[src/rtl/sil_pkg.sv]
// Shared constants and field widths for the sorted insert list.
`default_nettype none

package sil_pkg;

   // Field widths of the request and response transfers.
   localparam int unsigned ValueWidth    = 32;
   localparam int unsigned PositionWidth = 4;
   localparam int unsigned CountWidth    = 5;
   localparam int unsigned StatusWidth   = 2;

   typedef logic [StatusWidth-1:0] status_type;

   // Request command codes.
   localparam logic CMD_INSERT   = 1'b0;
   localparam logic CMD_READ_OUT = 1'b1;

   // Response status codes.
   localparam status_type STATUS_INSERTED = 2'd0;
   localparam status_type STATUS_FULL     = 2'd1;
   localparam status_type STATUS_ELEMENT  = 2'd2;
   localparam status_type STATUS_EMPTY    = 2'd3;

endpackage

`default_nettype wire

[src/rtl/sorted_insert_list.sv]
// Sorted insert list: keeps signed values in ascending order in a single RAM.
// An insert compares the new value with the stored ones from the top down and shifts each
// greater entry up, one per cycle, before it writes the new value and answers.
// A read-out gives one response per stored value, one per cycle while the consumer is
// ready; an empty read-out or an insert into a full list gives a single response.
// One command is worked on at a time. Reset empties the list and drops any pending
// response; the RAM contents are not cleared, as only filled entries are ever read.
`default_nettype none

module sorted_insert_list
   import sil_pkg::*;
#(
   parameter int unsigned CAPACITY = 16
) (
   input  wire logic                     clock,
   input  wire logic                     reset,
   input  wire logic                     req_valid,
   output logic                          req_ready,
   input  wire logic                     req_command,
   input  wire logic signed [31:0]       req_value,
   output logic                          rsp_valid,
   input  wire logic                     rsp_ready,
   output logic signed [31:0]            rsp_value_out,
   output logic [PositionWidth-1:0]      rsp_position,
   output logic [CountWidth-1:0]         rsp_count,
   output logic [StatusWidth-1:0]        rsp_status,
   output logic                          rsp_last
);

   localparam int unsigned AW = $clog2(CAPACITY);
   localparam int unsigned CW = $clog2(CAPACITY + 1);
   localparam int unsigned XW = (CW > CountWidth) ? CW : CountWidth;

   // Sequencer states.
   localparam logic [2:0] ST_IDLE    = 3'd0;
   localparam logic [2:0] ST_INS_CMP = 3'd1;
   localparam logic [2:0] ST_INS_PUT = 3'd2;
   localparam logic [2:0] ST_FULL    = 3'd3;
   localparam logic [2:0] ST_EMPTY   = 3'd4;
   localparam logic [2:0] ST_RD_DATA = 3'd5;

   logic [2:0]        state_ff, state_in;
   logic [AW-1:0]     idx_ff, idx_in;
   logic [CW-1:0]     fill_ff, fill_in;
   logic signed [31:0] val_ff, val_in;

   logic              rsp_valid_ff, rsp_valid_in;
   logic [31:0]       rsp_value_ff, rsp_value_in;
   logic [PositionWidth-1:0] rsp_position_ff, rsp_position_in;
   logic [CountWidth-1:0]    rsp_count_ff, rsp_count_in;
   status_type        rsp_status_ff, rsp_status_in;
   logic              rsp_last_ff, rsp_last_in;

   logic              ram_we;
   logic [AW-1:0]     ram_waddr;
   logic [31:0]       ram_wdata;
   logic              ram_re;
   logic [AW-1:0]     ram_raddr;
   logic [31:0]       ram_rdata;

   logic              out_free;
   logic              rsp_load;
   logic              req_xfer;
   logic [CW-1:0]     fill_inc;
   logic [CW-1:0]     idx_inc;
   logic [XW-1:0]     idx_wide;
   logic [XW-1:0]     fill_wide;
   logic [XW-1:0]     fill_inc_wide;

   sil_ram #(
      .WIDTH (ValueWidth),
      .DEPTH (CAPACITY)
   ) u_store (
      .clock   (clock),
      .wr_en   (ram_we),
      .wr_addr (ram_waddr),
      .wr_data (ram_wdata),
      .rd_en   (ram_re),
      .rd_addr (ram_raddr),
      .rd_data (ram_rdata)
   );

   assign req_ready     = (state_ff == ST_IDLE);
   assign req_xfer      = req_valid && req_ready;
   assign out_free      = !rsp_valid_ff || rsp_ready;
   assign fill_inc      = fill_ff + CW'(1);
   assign idx_inc       = CW'(idx_ff) + CW'(1);
   assign idx_wide      = XW'(idx_ff);
   assign fill_wide     = XW'(fill_ff);
   assign fill_inc_wide = XW'(fill_inc);

   // Command sequencer: read, compare and shift through the RAM.
   always_comb begin
      state_in        = state_ff;
      idx_in          = idx_ff;
      fill_in         = fill_ff;
      val_in          = val_ff;
      ram_we          = 1'b0;
      ram_waddr       = idx_ff;
      ram_wdata       = val_ff;
      ram_re          = 1'b0;
      ram_raddr       = '0;
      rsp_load        = 1'b0;
      rsp_value_in    = rsp_value_ff;
      rsp_position_in = rsp_position_ff;
      rsp_count_in    = rsp_count_ff;
      rsp_status_in   = rsp_status_ff;
      rsp_last_in     = rsp_last_ff;
      unique case (state_ff)
         ST_IDLE: begin
            if (req_xfer) begin
               val_in = req_value;
               if (req_command == CMD_INSERT) begin
                  if (fill_ff == CW'(CAPACITY)) begin
                     state_in = ST_FULL;
                  end else if (fill_ff == '0) begin
                     idx_in   = '0;
                     state_in = ST_INS_PUT;
                  end else begin
                     // Start from the top entry and work downwards.
                     idx_in    = AW'(fill_ff);
                     ram_re    = 1'b1;
                     ram_raddr = AW'(fill_ff - CW'(1));
                     state_in  = ST_INS_CMP;
                  end
               end else begin
                  if (fill_ff == '0) begin
                     state_in = ST_EMPTY;
                  end else begin
                     idx_in    = '0;
                     ram_re    = 1'b1;
                     ram_raddr = '0;
                     state_in  = ST_RD_DATA;
                  end
               end
            end
         end
         ST_INS_CMP: begin
            // The entry below idx is in the read register.
            if (val_ff < $signed(ram_rdata)) begin
               ram_we    = 1'b1;
               ram_waddr = idx_ff;
               ram_wdata = ram_rdata;
               idx_in    = idx_ff - AW'(1);
               if (idx_ff == AW'(1)) begin
                  state_in = ST_INS_PUT;
               end else begin
                  ram_re    = 1'b1;
                  ram_raddr = idx_ff - AW'(2);
               end
            end else begin
               state_in = ST_INS_PUT;
            end
         end
         ST_INS_PUT: begin
            if (out_free) begin
               ram_we          = 1'b1;
               ram_waddr       = idx_ff;
               ram_wdata       = val_ff;
               fill_in         = fill_inc;
               rsp_load        = 1'b1;
               rsp_value_in    = '0;
               rsp_position_in = idx_wide[PositionWidth-1:0];
               rsp_count_in    = fill_inc_wide[CountWidth-1:0];
               rsp_status_in   = STATUS_INSERTED;
               rsp_last_in     = 1'b1;
               state_in        = ST_IDLE;
            end
         end
         ST_FULL: begin
            if (out_free) begin
               rsp_load        = 1'b1;
               rsp_value_in    = '0;
               rsp_position_in = '0;
               rsp_count_in    = fill_wide[CountWidth-1:0];
               rsp_status_in   = STATUS_FULL;
               rsp_last_in     = 1'b1;
               state_in        = ST_IDLE;
            end
         end
         ST_EMPTY: begin
            if (out_free) begin
               rsp_load        = 1'b1;
               rsp_value_in    = '0;
               rsp_position_in = '0;
               rsp_count_in    = '0;
               rsp_status_in   = STATUS_EMPTY;
               rsp_last_in     = 1'b1;
               state_in        = ST_IDLE;
            end
         end
         ST_RD_DATA: begin
            // One element per cycle; the read data holds while the output stalls.
            if (out_free) begin
               rsp_load        = 1'b1;
               rsp_value_in    = ram_rdata;
               rsp_position_in = idx_wide[PositionWidth-1:0];
               rsp_count_in    = fill_wide[CountWidth-1:0];
               rsp_status_in   = STATUS_ELEMENT;
               rsp_last_in     = (idx_inc == fill_ff);
               if (idx_inc == fill_ff) begin
                  state_in = ST_IDLE;
               end else begin
                  idx_in    = idx_ff + AW'(1);
                  ram_re    = 1'b1;
                  ram_raddr = idx_ff + AW'(1);
               end
            end
         end
         default: begin
            state_in = ST_IDLE;
         end
      endcase
   end

   // Output register valid: set on load, cleared when the transfer completes.
   always_comb begin
      if (rsp_load) begin
         rsp_valid_in = 1'b1;
      end else if (rsp_ready) begin
         rsp_valid_in = 1'b0;
      end else begin
         rsp_valid_in = rsp_valid_ff;
      end
   end

   // Control state.
   always_ff @(posedge clock) begin
      if (reset) begin
         state_ff     <= ST_IDLE;
         fill_ff      <= '0;
         rsp_valid_ff <= 1'b0;
      end else begin
         state_ff     <= state_in;
         fill_ff      <= fill_in;
         rsp_valid_ff <= rsp_valid_in;
      end
   end

   // Payload registers.
   always_ff @(posedge clock) begin
      idx_ff          <= idx_in;
      val_ff          <= val_in;
      rsp_value_ff    <= rsp_value_in;
      rsp_position_ff <= rsp_position_in;
      rsp_count_ff    <= rsp_count_in;
      rsp_status_ff   <= rsp_status_in;
      rsp_last_ff     <= rsp_last_in;
   end

   assign rsp_valid     = rsp_valid_ff;
   assign rsp_value_out = $signed(rsp_value_ff);
   assign rsp_position  = rsp_position_ff;
   assign rsp_count     = rsp_count_ff;
   assign rsp_status    = rsp_status_ff;
   assign rsp_last      = rsp_last_ff;

   // The fill count never passes the capacity.
   a_fill_bound: assert property (@(posedge clock) disable iff (reset)
      fill_ff <= CW'(CAPACITY))
      else $error("fill count above capacity");

   // A new response is only loaded when the previous one has gone or is leaving.
   a_no_overwrite: assert property (@(posedge clock) disable iff (reset)
      rsp_load |-> out_free)
      else $error("pending response overwritten");

   // The RAM is never written while the block waits for a command.
   a_idle_no_write: assert property (@(posedge clock) disable iff (reset)
      (state_ff == ST_IDLE) |-> !ram_we)
      else $error("RAM written while idle");

   // A completed insert grows the list by exactly one entry.
   a_insert_grows: assert property (@(posedge clock) disable iff (reset)
      (rsp_load && rsp_status_in == STATUS_INSERTED) |=> (fill_ff == $past(fill_ff) + CW'(1)))
      else $error("insert did not grow the list");

   // A full or empty answer leaves the fill count unchanged.
   a_no_change: assert property (@(posedge clock) disable iff (reset)
      (state_ff == ST_FULL || state_ff == ST_EMPTY) |=> $stable(fill_ff))
      else $error("fill count changed on full or empty answer");

endmodule

`default_nettype wire

[src/rtl/sil_ram.sv]
// Generic single-write, single-read synchronous RAM with registered read data.
`default_nettype none

module sil_ram #(
   parameter int unsigned WIDTH = 32,
   parameter int unsigned DEPTH = 16
) (
   input  wire logic                     clock,
   input  wire logic                     wr_en,
   input  wire logic [$clog2(DEPTH)-1:0] wr_addr,
   input  wire logic [WIDTH-1:0]         wr_data,
   input  wire logic                     rd_en,
   input  wire logic [$clog2(DEPTH)-1:0] rd_addr,
   output logic      [WIDTH-1:0]         rd_data
);

   logic [WIDTH-1:0] mem_ff [DEPTH];
   logic [WIDTH-1:0] rd_data_ff;

   // Write port.
   always_ff @(posedge clock) begin
      if (wr_en) begin
         mem_ff[wr_addr] <= wr_data;
      end
   end

   // Read port; the data holds while no read is issued.
   always_ff @(posedge clock) begin
      if (rd_en) begin
         rd_data_ff <= mem_ff[rd_addr];
      end
   end

   assign rd_data = rd_data_ff;

endmodule

`default_nettype wire
[config.mk]
export PLATFORM = sky130hd
export DESIGN_NAME = sorted_insert_list
export DESIGN_NICKNAME = d
export VERILOG_FILES = /design/src/rtl/sil_pkg.sv /design/src/rtl/sorted_insert_list.sv /design/src/rtl/sil_ram.sv
export SDC_FILE = /design/constraint.sdc
export NUM_CORES = 1
export LEC_CHECK = 0
export ABC_CLOCK_PERIOD_IN_PS = 6300
export BUFFER_PORTS_ARGS = -buffer_cell sky130_fd_sc_hd__buf_2
export CORE_UTILIZATION = 44
export CTS_CLUSTER_DIAMETER = 120
export DETAILED_ROUTE_END_ITERATION = 16
export REMOVE_ABC_BUFFERS = 1
export SLEW_MARGIN = 5
export SYNTH_ARGS = -nofsm -noshare
export SYNTH_HDL_FRONTEND = slang
export SYNTH_HIERARCHICAL = 1
export SYNTH_SLANG_ARGS = --single-unit
[constraint.sdc]
create_clock -name clock -period 6.3 [get_ports clock]
set_input_delay 1.26 -clock clock [delete_from_list [all_inputs] [get_ports clock]]
set_output_delay 1.26 -clock clock [all_outputs]
set_load 0.05 [all_outputs]
==> impl_metrics.env <==
export IMPL_hold_buffers=0
export IMPL_n_fill_cell=4472
export IMPL_finalCriticalPeriod_ps=5100
export IMPL_crit_path_start="val_ff[30]"
export IMPL_worst_clock_skew_ps=15.9
export IMPL_crit_type="flop to flop"
export IMPL_tightest_slew_ps=1060
export IMPL_die_h_um=242
export IMPL_synthCells=1318
export IMPL_finalMaxSlewViolations=0
export IMPL_synth_edff_count=624
export IMPL_rows=87
export IMPL_cp_endpoint="u_store/rd_data[10]"
export IMPL_worstReg2RegEnd="u_store/rd_data[10]"
export IMPL_grt_pass1_wl_um=89100
export IMPL_chipWidth_um=242
export IMPL_diodes=0
export IMPL_io_pins=83
export IMPL_start_util_pct=44.8
export IMPL_slew_headroom_pct=29.5
export IMPL_tritoncts="done"
export IMPL_multi_input_area_um2=6210
export IMPL_synthArstFlopShare_pct=0
export IMPL_synthTopCellsByArea="edfxtp_1, mux4_2, ha_1"
export IMPL_viasPerCell=5.78
export IMPL_cts_buffer_depth=3
export IMPL_setup_viol_count_final=0
export IMPL_hold_viol=0
export IMPL_place_congestion=0.874
export IMPL_core_um2=56700
export IMPL_vias=12986
export IMPL_netlist_top_cells_count="edfxtp_1, mux4_2, nor2_1"
export IMPL_syn_area_per_cell_um2=19.3
export IMPL_worstPathMaxFanout=17
export IMPL_syn_area_um2=25400
export IMPL_ff2ff_setup_slack_ps=1200
export IMPL_cts_inserted_buffers=67
export IMPL_root_buffer="clkbuf_16"
export IMPL_overflow=0
export IMPL_ant_nets=0
export IMPL_seq_area_um2=18900
export IMPL_syn_to_final_growth_pct=14.9
export IMPL_grt_max_degree=111
export IMPL_ir_worst_vdd_mv=0.235
export IMPL_rr_startpoint="val_ff[30]"
export IMPL_design_die_area_um2=58700
export IMPL_antenna_found_initial=1
export IMPL_fin_crit_sh_pct=81.0
export IMPL_synth_top_area_share_pct=73.7
export IMPL_synth_main_ff_cell="edfxtp_1"
export IMPL_worstSkewPairLatency_ps=610
export IMPL_hold_path_class="flop to flop"
export IMPL_wl_per_cell_um=27.2
export IMPL_yosys_area_top_type="edfxtp_1"
export IMPL_cts_resized=0
export IMPL_grt_use_total_pct=21.1
export IMPL_first_pass_iters=5
export IMPL_io_buffers=82
export IMPL_drive_above_1_share_pct=27.4
export IMPL_status="complete, no violations"
export IMPL_cp_arrival_ps=5570
export IMPL_ys_warnings_count=6
export IMPL_startpoint_type="flop"
export IMPL_yosysMostFrequentCell="edfxtp_1"
export IMPL_setup_tns_final_ps=0
export IMPL_first_iter_violations=1245
export IMPL_first_global_vias=13171
export IMPL_required_ps=6770
export IMPL_final_nets=1522
export IMPL_ys_seq_elements=633
export IMPL_max_clock_freq_ghz=0.196
export IMPL_ys_types=63
export IMPL_cts_sinks=633
export IMPL_drc=0
export IMPL_power_density_nw_per_um2=379
export IMPL_finish_utilization_pct=51.5
export IMPL_yosysSeqAreaShare_pct=74.4
export IMPL_h_tree_depth=3
export IMPL_drv_cap=0
export IMPL_endpoint_kind="flop"
export IMPL_post_cts_buffers=0
export IMPL_rsz0062_at_grt="false"
export IMPL_leakage_nw=9.59
export IMPL_reg2reg_depth=12
export IMPL_clkTransAtPathRegs_ps=60
export IMPL_hpwlAfterDp_um=32800
export IMPL_wirelength_um=61000
==> layer usage <==
metal | vias to the layer above | routed length (µm) | share of wire, % | GRT usage (%)
met5 | - | 0 | 0 | 0
met4 | 0 | 1340 | 2.2 | 6.53
met3 | 89 | 4010 | 6.6 | 3.15
met2 | 504 | 28900 | 47 | 32.8
met1 | 6805 | 26800 | 44 | 30.7
li1 | 5588 | - | - | -
==> per-stage QoR <==
stage / std cells / hold slack, ps / cell area (µm²) / setup WS, ps / power, mW
floorplan: 1254 / 515 / 25100 / -13860 / 6.75
global placement: 2130 / 588 / 27000 / 1250 / 7.25
detailed placement: 2130 / 587 / 27000 / 1170 / 7.28
CTS: 2246 / 601 / 29200 / 1150 / 11.2
global route: 2246 / 633 / 29200 / 984 / 11.5
finish: 2246 / 602 / 29200 / 1200 / 11.1
==> registers in the layout, indices dropped and copies added, names as in the netlist, 3 cells and up <==
register / cells
val_ff: 32
rsp_count: 5
rsp_position: 4
u_store/mem_ff: 512
fill_ff: 5
idx_ff: 4
u_store/rd_data: 32
rsp_value_out: 32
state_ff: 3
==> worst min-delay path by stage <==
stage,startpoint,end,cells after the start
global placement,u_store/rd_data[31],rsp_value_out[31],2
finish,u_store/rd_data[31],rsp_value_out[31],2
CTS,u_store/rd_data[31],rsp_value_out[31],2
global route,u_store/rd_data[31],rsp_value_out[31],2
floorplan,fill_ff[1],fill_ff[1],2
detailed placement,u_store/rd_data[31],rsp_value_out[31],2
==> kinds of logic after synthesis <==
kind of cell | count (synthesis) | share of synthesized area [%]
flip-flops | 633 | 74.4
AND/OR/NAND/NOR | 206 | 3.72
XOR/XNOR | 15 | 0.571
adder cells (fa/ha/maj) | 42 | 2.07
AO/OA/AOI/OAI | 153 | 4.14
multiplexers | 161 | 13.2
buffers and inverters | 108 | 1.87
==> worst max-delay path, cell delays in order (launching register included) <==
cell and delay (ps):
edfxtp_1 500, ha_1 370, nand4_1 230, nor3_1 680, nand3_1 270, a311o_1 410, nand3_2 160, nand2_1 210
o31ai_1 790, and2_2 780, buf_4 330, a22oi_1 110, nand2_1 110
==> cell type report <==
class	count	area share, %
flip-flops and latches	633	64.8
repair buffers	120	2.73
inverters	44	0.566
multi-input cells	577	21.3
clock buffers	83	6.16
clock inverters	33	1.26
well taps	756	3.24
==> cells in the final DEF, fill, tap and decap left out, drive strengths merged, types with 3 or more instances in the layout <==
master	Yosys	routed
xor2	6	6
clkbuf	28	83
bufinv	0	7
edfxtp	624	624
ha	42	42
nand2	66	66
dfxtp	9	9
inv	43	47
a221oi	3	3
a21oi	29	29
nand4	5	5
o31ai	3	3
nor4	3	3
or3	4	4
mux2	31	31
nand3	11	11
nand3b	4	4
mux4	128	128
clkinv	1	22
and3	3	3
a211oi	3	3
buf	36	120
nor2b	6	6
a22oi	66	66
o21ai	26	26
nand2b	5	5
xnor2	8	8
nor2	79	79
nor3	9	9
and2	5	5
==> power by group <==
part           internal (mW)  switching [mW]  total (mW)
registers               5.13           0.131        5.26
clock network           2.32            1.58        3.90
logic                  0.578            1.34        1.92
Power figures use the tool's default switching activity.
